[src/rtl/keyed_table_with_aging_unit_defines.svh]
// Assertion macros shared by the keyed table RTL.
`ifndef KEYED_TABLE_WITH_AGING_UNIT_DEFINES_SVH
`define KEYED_TABLE_WITH_AGING_UNIT_DEFINES_SVH

// Same-cycle implication, checked at every rising edge outside reset.
`define KTAB_ASSERT_NOW(label, clk, rst_n, ante, cons) \
    label: assert property (@(posedge clk) disable iff (!rst_n) (ante) |-> (cons)) \
        else $error("keyed table: same-cycle check failed");

// Next-cycle implication, checked at every rising edge outside reset.
`define KTAB_ASSERT_NEXT(label, clk, rst_n, ante, cons) \
    label: assert property (@(posedge clk) disable iff (!rst_n) (ante) |=> (cons)) \
        else $error("keyed table: next-cycle check failed");

`endif

[src/rtl/ktab_pkg.sv]
// Types and constants shared by the keyed table modules.
package ktab_pkg;

    localparam logic [1:0] CMD_WRITE  = 2'd0;
    localparam logic [1:0] CMD_LOOKUP = 2'd1;
    localparam logic [1:0] CMD_REMOVE = 2'd2;
    localparam logic [1:0] CMD_SWEEP  = 2'd3;

    localparam logic [1:0] ST_OK        = 2'd0;
    localparam logic [1:0] ST_NOT_FOUND = 2'd1;
    localparam logic [1:0] ST_FULL      = 2'd2;

    localparam logic [31:0] MIN_VALID_TIME = 32'd1000000;
    localparam logic [31:0] MAX_AGE_RESET  = 32'd86400;

    typedef struct packed {
        logic [31:0] age;
        logic        expired;
    } t_age_res;

endpackage

[src/rtl/ktab_ram.sv]
// Generic single-write, single-read RAM with a registered read port.
module ktab_ram #(
    parameter int WIDTH = 160,
    parameter int DEPTH = 16,
    parameter int AW    = (DEPTH > 1) ? $clog2(DEPTH) : 1
) (
    input  logic             i_clk,
    input  logic             i_we,
    input  logic [AW-1:0]    i_waddr,
    input  logic [WIDTH-1:0] i_wdata,
    input  logic [AW-1:0]    i_raddr,
    output logic [WIDTH-1:0] o_rdata
);

    logic [WIDTH-1:0] r_mem [DEPTH];
    logic [WIDTH-1:0] r_rdata;

    always_ff @(posedge i_clk) begin
        if (i_we) begin
            r_mem[i_waddr] <= i_wdata;
        end
        r_rdata <= r_mem[i_raddr];
    end

    assign o_rdata = r_rdata;

endmodule

[src/rtl/ktab_age.sv]
// Age of a stored stamp against the current time, and the expiry test.
module ktab_age import ktab_pkg::*; (
    input  logic [31:0] i_stamp,
    input  logic [31:0] i_now,
    input  logic [31:0] i_max_age,
    output t_age_res    o_res
);

    logic clk_valid;
    logic stamped;

    always_comb begin
        clk_valid = (i_now >= MIN_VALID_TIME);
        // A zero stamp or one ahead of the current time has no age.
        stamped   = (i_stamp != 32'd0) && (i_stamp <= i_now);
        o_res.age = (clk_valid && stamped) ? (i_now - i_stamp) : 32'd0;
        o_res.expired = (o_res.age > i_max_age);
    end

endmodule

[src/rtl/keyed_table_with_aging_unit.sv]
// Top level of the keyed table with time-stamp aging.
//
// Usage: a command beat is taken at a rising edge where start is high and
// busy is low. i_command selects write, lookup, remove or sweep; i_key,
// i_value and i_now travel with it. Exactly one result beat follows: o_done
// is high for one cycle with o_status, o_value_out, o_age and o_count. The
// receiver cannot stall, so the result is only shown for that one cycle.
//
// All entries live in one RAM with a registered read. Write, lookup and
// remove walk the stored entries from the first, one entry per cycle; a
// remove that moves the last entry into the freed slot then passes through
// S_MOVE. o_done rises in the cycle after the final step. Sweep walks from
// the last entry down, one entry per cycle, except that each entry moved
// passes through S_SWMOVE as well. A sweep with an invalid clock or an
// empty table answers in the next cycle.
// busy stays low during the result beat, so the next command can enter
// there. The max_age register is written through i_cfg_we/i_cfg_data; the
// user must do so only while the block is idle, as the block does not
// enforce it. Reset empties the table and loads max_age with its default;
// the RAM contents are not cleared, since only filled slots are read.
`include "keyed_table_with_aging_unit_defines.svh"

module keyed_table_with_aging_unit import ktab_pkg::*; #(
    parameter int ENTRIES    = 16,
    parameter int KEY_BITS   = 64,
    parameter int VALUE_BITS = 64
) (
    input  logic        i_clk,
    input  logic        i_rst_n,
    input  logic        i_cfg_we,
    input  logic [31:0] i_cfg_data,
    input  logic        start,
    output logic        busy,
    input  logic [1:0]  i_command,
    input  logic [63:0] i_key,
    input  logic [63:0] i_value,
    input  logic [31:0] i_now,
    output logic        o_done,
    output logic [1:0]  o_status,
    output logic [63:0] o_value_out,
    output logic [31:0] o_age,
    output logic [4:0]  o_count
);

    localparam int IW = (ENTRIES > 1) ? $clog2(ENTRIES) : 1;
    localparam int CW = $clog2(ENTRIES + 1);
    localparam int XW = IW + 1;
    localparam int EW = KEY_BITS + VALUE_BITS + 32;

    localparam logic [2:0] S_IDLE   = 3'd0;
    localparam logic [2:0] S_SCAN   = 3'd1;
    localparam logic [2:0] S_MOVE   = 3'd2;
    localparam logic [2:0] S_SWEEP  = 3'd3;
    localparam logic [2:0] S_SWMOVE = 3'd4;

    logic [2:0]            r_state, n_state;
    logic [1:0]            r_cmd, n_cmd;
    logic [KEY_BITS-1:0]   r_key, n_key;
    logic [VALUE_BITS-1:0] r_val, n_val;
    logic [31:0]           r_now, n_now;
    logic [IW-1:0]         r_idx, n_idx;
    logic [CW-1:0]         r_cnt, n_cnt;
    logic [31:0]           r_max_age;
    logic                  r_done, n_done;
    logic [1:0]            r_status, n_status;
    logic [63:0]           r_vout, n_vout;
    logic [31:0]           r_age, n_age;

    logic                  mem_we;
    logic [IW-1:0]         mem_waddr;
    logic [EW-1:0]         mem_wdata;
    logic [IW-1:0]         mem_raddr;
    logic [EW-1:0]         mem_rdata;

    logic [KEY_BITS-1:0]   rd_key;
    logic [VALUE_BITS-1:0] rd_val;
    logic [31:0]           rd_stamp;
    t_age_res              age_res;

    logic                  hit;
    logic                  at_last;
    logic                  table_full;
    logic [IW-1:0]         last_addr;

    ktab_ram #(
        .WIDTH (EW),
        .DEPTH (ENTRIES)
    ) u_ram (
        .i_clk   (i_clk),
        .i_we    (mem_we),
        .i_waddr (mem_waddr),
        .i_wdata (mem_wdata),
        .i_raddr (mem_raddr),
        .o_rdata (mem_rdata)
    );

    // Each RAM word holds key, value and stamp, key at the top.
    assign rd_key   = mem_rdata[EW-1 -: KEY_BITS];
    assign rd_val   = mem_rdata[32 +: VALUE_BITS];
    assign rd_stamp = mem_rdata[31:0];

    ktab_age u_age (
        .i_stamp   (rd_stamp),
        .i_now     (r_now),
        .i_max_age (r_max_age),
        .o_res     (age_res)
    );

    // While scanning or sweeping, the read data belongs to the entry at r_idx.
    assign hit        = (r_cnt != '0) && (rd_key == r_key);
    assign at_last    = ((XW'(r_idx) + 1'b1) >= XW'(r_cnt));
    assign table_full = (r_cnt == CW'(ENTRIES));
    assign last_addr  = IW'(r_cnt - 1'b1);

    always_comb begin
        n_state   = r_state;
        n_cmd     = r_cmd;
        n_key     = r_key;
        n_val     = r_val;
        n_now     = r_now;
        n_idx     = r_idx;
        n_cnt     = r_cnt;
        n_done    = 1'b0;
        n_status  = r_status;
        n_vout    = r_vout;
        n_age     = r_age;
        mem_we    = 1'b0;
        mem_waddr = r_idx;
        mem_wdata = mem_rdata;
        mem_raddr = r_idx;

        unique case (r_state)
            S_IDLE: begin
                mem_raddr = '0;
                if (start) begin
                    n_cmd = i_command;
                    n_key = i_key[KEY_BITS-1:0];
                    n_val = i_value[VALUE_BITS-1:0];
                    n_now = i_now;
                    if (i_command == CMD_SWEEP) begin
                        if ((i_now < MIN_VALID_TIME) || (r_cnt == '0)) begin
                            // Nothing to walk: answer right away.
                            n_done   = 1'b1;
                            n_status = ST_OK;
                            n_vout   = '0;
                            n_age    = '0;
                        end else begin
                            n_idx     = last_addr;
                            mem_raddr = last_addr;
                            n_state   = S_SWEEP;
                        end
                    end else begin
                        n_idx   = '0;
                        n_state = S_SCAN;
                    end
                end
            end

            S_SCAN: begin
                if (hit) begin
                    n_done   = 1'b1;
                    n_status = ST_OK;
                    n_vout   = '0;
                    n_age    = '0;
                    n_state  = S_IDLE;
                    unique case (r_cmd)
                        CMD_WRITE: begin
                            mem_we    = 1'b1;
                            mem_waddr = r_idx;
                            mem_wdata = {r_key, r_val, r_now};
                        end
                        CMD_LOOKUP: begin
                            n_vout = 64'(rd_val);
                            n_age  = age_res.age;
                        end
                        CMD_REMOVE: begin
                            if (at_last) begin
                                n_cnt = r_cnt - 1'b1;
                            end else begin
                                // Fetch the last entry to fill the hole.
                                n_done    = 1'b0;
                                mem_raddr = last_addr;
                                n_state   = S_MOVE;
                            end
                        end
                        default: begin
                        end
                    endcase
                end else if (at_last) begin
                    n_done  = 1'b1;
                    n_vout  = '0;
                    n_age   = '0;
                    n_state = S_IDLE;
                    if (r_cmd == CMD_WRITE) begin
                        if (table_full) begin
                            n_status = ST_FULL;
                        end else begin
                            n_status  = ST_OK;
                            mem_we    = 1'b1;
                            mem_waddr = IW'(r_cnt);
                            mem_wdata = {r_key, r_val, r_now};
                            n_cnt     = r_cnt + 1'b1;
                        end
                    end else begin
                        n_status = ST_NOT_FOUND;
                    end
                end else begin
                    n_idx     = r_idx + 1'b1;
                    mem_raddr = r_idx + 1'b1;
                end
            end

            S_MOVE: begin
                mem_we    = 1'b1;
                mem_waddr = r_idx;
                mem_wdata = mem_rdata;
                n_cnt     = r_cnt - 1'b1;
                n_done    = 1'b1;
                n_status  = ST_OK;
                n_state   = S_IDLE;
            end

            S_SWEEP: begin
                if (age_res.expired && !at_last) begin
                    mem_raddr = last_addr;
                    n_state   = S_SWMOVE;
                end else begin
                    if (age_res.expired) begin
                        n_cnt = r_cnt - 1'b1;
                    end
                    if (r_idx == '0) begin
                        n_done   = 1'b1;
                        n_status = ST_OK;
                        n_vout   = '0;
                        n_age    = '0;
                        n_state  = S_IDLE;
                    end else begin
                        n_idx     = r_idx - 1'b1;
                        mem_raddr = r_idx - 1'b1;
                    end
                end
            end

            S_SWMOVE: begin
                mem_we    = 1'b1;
                mem_waddr = r_idx;
                mem_wdata = mem_rdata;
                n_cnt     = r_cnt - 1'b1;
                if (r_idx == '0) begin
                    n_done   = 1'b1;
                    n_status = ST_OK;
                    n_vout   = '0;
                    n_age    = '0;
                    n_state  = S_IDLE;
                end else begin
                    n_idx     = r_idx - 1'b1;
                    mem_raddr = r_idx - 1'b1;
                    n_state   = S_SWEEP;
                end
            end

            default: begin
                n_state = S_IDLE;
            end
        endcase
    end

    always_ff @(posedge i_clk) begin
        if (!i_rst_n) begin
            r_state   <= S_IDLE;
            r_cnt     <= '0;
            r_done    <= 1'b0;
            r_max_age <= MAX_AGE_RESET;
        end else begin
            r_state <= n_state;
            r_cnt   <= n_cnt;
            r_done  <= n_done;
            if (i_cfg_we) begin
                r_max_age <= i_cfg_data;
            end
        end
    end

    always_ff @(posedge i_clk) begin
        r_cmd    <= n_cmd;
        r_key    <= n_key;
        r_val    <= n_val;
        r_now    <= n_now;
        r_idx    <= n_idx;
        r_status <= n_status;
        r_vout   <= n_vout;
        r_age    <= n_age;
    end

    assign busy        = (r_state != S_IDLE);
    assign o_done      = r_done;
    assign o_status    = r_status;
    assign o_value_out = r_vout;
    assign o_age       = r_age;
    assign o_count     = 5'(r_cnt);

    // The table never holds more entries than it has slots.
    `KTAB_ASSERT_NOW(a_cnt_bound, i_clk, i_rst_n, 1'b1, r_cnt <= CW'(ENTRIES))
    // A result beat is never shown while a command is still being worked.
    `KTAB_ASSERT_NOW(a_done_idle, i_clk, i_rst_n, o_done, !busy)
    // Each result beat comes from a command that was accepted or in work.
    `KTAB_ASSERT_NOW(a_done_src, i_clk, i_rst_n, o_done, $past(busy) || $past(start))
    // With no command in flight and none accepted, the fill count holds.
    `KTAB_ASSERT_NEXT(a_cnt_hold, i_clk, i_rst_n, !busy && !start, $stable(r_cnt))

endmodule
[config.mk]
export PLATFORM = sky130hd
export DESIGN_NAME = keyed_table_with_aging_unit
export DESIGN_NICKNAME = d
export VERILOG_FILES = /design/src/rtl/ktab_pkg.sv /design/src/rtl/ktab_ram.sv /design/src/rtl/ktab_age.sv /design/src/rtl/keyed_table_with_aging_unit.sv
export VERILOG_INCLUDE_DIRS = /design/src /design/src/rtl
export SDC_FILE = /design/constraint.sdc
export NUM_CORES = 2
export LEC_CHECK = 0
export BUFFER_PORTS_ARGS = -buffer_cell sky130_fd_sc_hd__buf_2
export CORE_MARGIN = 3
export CORE_UTILIZATION = 60
export CTS_CLUSTER_SIZE = 8
export DETAILED_ROUTE_END_ITERATION = 16
export GPL_ROUTABILITY_DRIVEN = 0
export PLACE_DENSITY = 0.83
export SLEW_MARGIN = 20
export SYNTH_ARGS = -nofsm -noshare
export SYNTH_HDL_FRONTEND = slang
export SYNTH_HIERARCHICAL = 1
export SYNTH_SLANG_ARGS = --single-unit
[constraint.sdc]
create_clock -name i_clk -period 37.3 [get_ports i_clk]
set_clock_uncertainty 0.1 [all_clocks]
set_input_delay 5.595 -clock i_clk [delete_from_list [all_inputs] [get_ports i_clk]]
set_output_delay 5.595 -clock i_clk [all_outputs]
set_load 0.05 [all_outputs]
# Yosys cells after proc, flatten, opt, wreduce, memory -nomap -nowiden
# Memories as Yosys holds them, arrays and structs flattened. A register that Yosys moved wholly into a read port is not among the register bits.
# Index checks and enable logic that the tools add are counted.
# word_totals
reg_bits	305
latch_bits	0
ramBits	2560
rom_bits	0
inputBits	198
output_inout_bits	105
wordCells	162
memories	1
# classes
add_sub_neg	6
multipliers	0
div_mod_pow	0
magnitude_cmp	5
n_eq_ne	22
shifts	0
mux	93
n_bitwise	0
reduce_logical	23
# mem_list
memory	depth	width	read_ports	rd_clocked_by_memory_dff	wr	line	source
u_ram.r_mem	16	160	1	1	1	ktab_ram.sv:15	logic [WIDTH-1:0] r_mem [DEPTH];
# op_table
operator	n
two-way mux 160 bit	6
two-way mux 64 bit	8
two-way mux 32 bit	9
one-hot mux 64 bit (4 select lines)	1
one-hot mux 32 bit (4 select lines)	1
two-way mux 4 bit	19
== test 64 bit	1
two-way mux 5 bit	8
>= comparator 32 x 20 -> 1 bit, second input constant	1
greater-than comparator 32 bit	1
<= comparator 32 bit	1
less-than comparator 32 x 20 -> 1 bit, second input constant	1
one-hot mux 4 bit (4 select lines)	2
nonzero test 32 bit	1
subtractor 32 bit	1
two-way mux 2 bit	12
two-way mux 3 bit	7
inequality test 3 bit, second input constant	6
two-way mux 1 bit	15
one-hot mux 5 bit (3 select lines)	1
inequality test 2 bit, second input constant	6
one-hot mux 3 bit (4 select lines)	1
AND reduction 6 bit	2
one-hot mux 2 bit (5 select lines)	1
30 further kinds	37

# Logic depth before layout (Yosys ltp)
# logic_depth
ltp_word	8
mapped_depth	35
mapped_depth_nobuf	30

# Cells and area by module
# Netlist, hierarchy kept.
# by_module_without_submodules
module	n_inst	cells_each	area_each_um2	seq_area_each_um2
ktab_ram	1	4191	99300.2	80076.8
keyed_table_with_aging_unit	1	965	14178.6	8748.4
ktab_age	1	438	2925.3	0.0

# Worst setup path before layout
# Ideal clock, no wire load.
# synth_path
kind	reg-to-reg
start	reg r_cnt[0] (netlist: o_count[0])
end	mem u_ram.r_mem[0][0], enable pin
setup_time_ps	875
arrival_time_ps	14076
required_time_ps	36325
setup_slack_ps	22249
path_stages_with_launch	14
n_path_buf	1
synth_period_minus_slack_ps	15051
path_cell_list	dfxtp_1 -> inv_1 -> ha_1 -> nor3b_1 -> nand2_1 -> nand4_1 -> or4_1 -> buf_4 -> nor2_8 -> o21a_4 -> a21oi_1 -> o21ai_0 -> or3b_2 -> nor3_1
# synth_between
elab_chain_cells	8
word_cells_on_any_way	16
classes_between	order compare: 1; eq/ne: 1; mux: 12; reduce/logical: 2
# synth_rtl
item	line	source
start: declaration	keyed_table_with_aging_unit.sv:62	logic [CW-1:0] r_cnt, n_cnt;
start signal: assignment	keyed_table_with_aging_unit.sv:276	r_cnt <= n_cnt;
== test 5 bit	keyed_table_with_aging_unit.sv:112	assign table_full = (r_cnt == CW'(ENTRIES));
two-way mux 1 bit	keyed_table_with_aging_unit.sv:195	if (table_full) begin
two-way mux 1 bit	keyed_table_with_aging_unit.sv:194	if (r_cmd == CMD_WRITE) begin
two-way mux 1 bit	keyed_table_with_aging_unit.sv:189	end else if (at_last) begin
two-way mux 1 bit (*)	keyed_table_with_aging_unit.sv:160	if (hit) begin
one-hot mux 1 bit (2 select lines) (*)	keyed_table_with_aging_unit.sv:132	unique case (r_state)
via mem_we	keyed_table_with_aging_unit.sv:69	logic mem_we;
two-way mux 1 bit (*)	ktab_ram.sv:19	if (i_we) begin
two-way mux 1 bit (not written as such) (*)	ktab_ram.sv:20	r_mem[i_waddr] <= i_wdata;
end: declaration	ktab_ram.sv:15	
# Mark *: on every way through the listed nets, which the timed path passes. The rest lies on a longest branch.

# Worst setup path after layout
# layout_path
start	in i_now[8]
end	reg u_ram.r_rdata[119] (netlist: u_ram/o_rdata[119]), read port of u_ram.r_mem
# layout_between
elab_chain_cells	6
# layout_rtl
item	line	source
start: declaration	keyed_table_with_aging_unit.sv:37	input logic [31:0] i_now,
less-than comparator 32 x 20 -> 1 bit	keyed_table_with_aging_unit.sv:141	if ((i_now < MIN_VALID_TIME) || (r_cnt == '0)) begin
logical OR 1 bit	keyed_table_with_aging_unit.sv:141	
two-way mux 4 bit	keyed_table_with_aging_unit.sv:141	
two-way mux 4 bit	keyed_table_with_aging_unit.sv:140	if (i_command == CMD_SWEEP) begin
two-way mux 4 bit	keyed_table_with_aging_unit.sv:135	if (start) begin
one-hot mux 4 bit (4 select lines)	keyed_table_with_aging_unit.sv:132	
via mem_raddr[1]	keyed_table_with_aging_unit.sv:72	logic [IW-1:0] mem_raddr;
end: declaration	ktab_ram.sv:16	logic [WIDTH-1:0] r_rdata;
# The timed path passes the listed nets, and every way through them passes these cells.
# A chain may end at the register's enable or synchronous reset.

==> implementation parameters <==
Parameter                              Value

Outcome
  Run status    finished clean

STA
  Transition time of the tightest slew-check pin    ~1.2 ns
  Relative slew margins    approximately 20%
  Number of setup violations in the final report    0
  Maximum achievable frequency    91.28 MHz
  Period Utilization, post-route    29.37%
  Total negative setup slack    0 ns
  Setup repair after global routing missed its margin    no
  Post-layout min period    10.95 ns
  Final count of hold timing violations    0
  Count of pins over their slew limit    0

Hold path
  Worst hold-check path type    flop to flop

Setup path
  Critical path data required time    38.05 ns
  Crit-path max FO    60
  Gate family responsible for the most delay along the worst path    buffers and inverters
  Kind of start point of the critical path    input port
  Critical path data arrival time    around 12 ns
  Cells along the critical path    buf_2 -> o31a_1 -> o21ai_0 -> a21oi_1 -> o21ai_0 -> nor3_1 -> a21oi_1 -> nor2_1 -> o32a_2 -> buf_4 -> buf_4 -> buf_4 -> buf_4 -> mux4_2 -> a22oi_1 -> nand2_1
  Cell repeated most along the worst path    buf_4
  Worst Path Class, Setup    input port to flop
  Buffers plus inverters on the worst setup path    5
  Endpoint type of the worst setup path    flop
  Peak per-stage delay on the critical path    0.87 ns
  Cell type of the slowest stage on the worst timing path    buf_4

Floorplanning
  Starting utilization of the core area    60.38%
  Die width    446.5 um
  Die height    446.5 um
  Die area    199300 um^2
  Ports placed on the boundary    303
  Area of the core region    192800 um^2
  Standard-cell row count    around 160

Power
  Areal power density over the cells    between 80 and 90 nW/um^2
  Peak VDD IR    between 0.00005 and 0.00006 V
  Pwr Total    10820 uW
  Leakage Power    0.04345 uW

Logic synthesis
  Avg Inst Size Synth    20.81 um^2
  Largest area contributor in the netlist    edfxtp_1
  Proportion of netlist area held by the largest area contributor    72.85%
  Portion of the post-synthesis area used by sequential elements    76.31%
  Number of register bits inferred by synthesis    3025
  Yosys synthesis warning count    6
  Share of flip-flops with an asynchronous set or reset    0%
  Number of standard cells after synthesis    between 5k and 6k
  Synth unique cells    81
  Top flip-flop cell by instance count after synthesis    edfxtp_1
  Synth Net Count    5866
  Number of enable flip-flop cells after synthesis    2824
  Synthesized cell area    116400 um^2
  Top area cells in the synthesized netlist    edfxtp_1 73%, mux4_2 12%, dfxtp_1 3.5%, a22oi_1 1.7%, mux2_2 1.4%

Global routing
  Largest net degree at the start of global routing    125
  Wire length of the first global-routing pass    449700 um
  Via count of the first global-routing pass    around 65k
  Antenna violations before repair    12
  All-Layer GR Usage    31.36%
  Remaining global-route overflow    0

Route
  Vias per cell    6.963
  Number of violations reported at the end of detailed-routing iteration 0    9062
  Total iterations of the first detailed-routing run    6
  Routed wire length per instance    34.57 um
  Number of remaining DRC errors    0
  Post-Route WL    just over 300000 um
  Antenna violation net count after detailed routing    0
  Count of vias placed by the detailed router    62.57k

Clock network
  Number of buffers created by CTS    ~430
  Root Buffer    clkbuf_16
  Number of cells upsized or downsized after cts    0
  Number of H-tree branching levels    5
  Hold_buf cts    0
  Clock sinks    3025
  Number of setup buffers added after CTS    0
  Largest buffer count on any clock path    4
  Clock tree from TritonCTS    yes
  Insertion delay of the later-clocked pin in the worst-skew pair    approximately 0.99 ns
  Reg clk slew, reported paths    around 0.050 ns

Placement
  Post-DP HPWL    143100 um
  Buffers on Ports    ~300

Finish
  Most common cell after layout, fill and taps aside    edfxtp_1
  Count of nets after finishing    6428
  Synthesis-to-layout area growth    14.26%
  Highest-count cells in the layout ignoring fill and taps    2824 x edfxtp_1, 595 x mux4_2, 433 x clkbuf_16
  Fraction of final layout cells with drive strength greater than 1    26.43%
  Filler cells    roughly 11k

Run
  Max-cap check violation count    0
power breakdown:
group          switching [uW]  internal (uW)  total (uW)
registers                 160           4380        4540
clock network            1410           2140        3550
logic                    1690           1040        2720
total                    3260           7560       10800
per-stage QoR:
step	area (um^2)	utilization (%)	cells	hold slack (ns)	setup WS [ns]
floorplan	116400	-	5594	0.3416	22.25
global placement	120800	62.68	8251	0.3540	25.61
detailed placement	120900	62.70	8252	0.3613	25.46
CTS	133000	68.97	8981	0.3747	26.36
global route	133000	68.99	8983	0.3934	26.10
finish	133000	68.99	8986	0.3751	26.35
cell families after synthesis:
kind of cell	share of synthesized area, %
and+or+nand+nor	2.602
adders and majority gates	0.8019
buffers and inverters	1.452
xor gates and xnor gates	0.7524
DFF	76.31
muxes	14.68
AOI/OAI and AO/OA	3.401
final timing paths:
kind                                   start                 end  slack [ns]  depth (start not counted)
worst max-delay path                i_now[8]  u_ram/o_rdata[119]       26.35                         16
worst min-delay path            r_max_age[7]        r_max_age[7]        0.38                          2
worst max register to register      r_now[0]  u_ram/o_rdata[119]       26.52                         33
worst min register to register  r_max_age[7]        r_max_age[7]        0.38                          2
cell type report:
cell class	instances	area (um^2)	share of cell area (%)
Sequential cell	3025	88830	66.79
Multi-Input combinational cell	2211	26110	19.63
Clock buffer	717	11910	8.956
Tap cell	2526	3161	2.376
Timing Repair Buffer	403	2459	1.849
Inverter	87	334.1	0.2512
Clock inverter	12	190.2	0.1430
Antenna cell	5	12.51	0.009408
sequential cells by signal, summed over array words and instances (netlist names):
name           cells
u_ram/r_mem     2560
u_ram/o_rdata    160
o_value_out       64
r_key             64
r_val             64
o_age             32
r_max_age         32
r_now             32
o_count            5
r_idx              4
r_state            3
o_status           2
r_cmd              2
o_done             1
cells in the mapped netlist, drive strengths merged (6+ instances only):
cell type / n
o221ai: 34
nand2: 166
mux4: 595
edfxtp: 2824
nor2b: 70
a21oi: 69
nand4: 31
buf: 164
xor2: 21
clkbuf: 107
o22ai: 6
nor3: 21
o21ai: 55
nand2b: 28
nand3: 18
nor4: 21
a22oi: 267
xnor2: 79
a21o: 30
o21a: 7
and3: 13
inv: 85
o211ai: 7
and2: 103
ha: 73
nor2: 81
o22a: 9
a221oi: 21
dfxtp: 201
mux2i: 74
mux2: 242
layer usage:
metal,part of all wire (%),GRT usage [%],wire length [um],vias up
li1,-,-,-,24200
met3,11,6.739,35640,1097
met1,34,41.54,106800,32060
met2,49,49.95,151000,5210
met5,0.0077,0,24,-
met4,5.5,15.78,17140,4
worst min-delay path: stages (launching register included):
cell and delay [ns]:
dfxtp_1 0.32, mux2i_1 0.07, nand2_1 0.06
(Power assumes the default switching activity.)
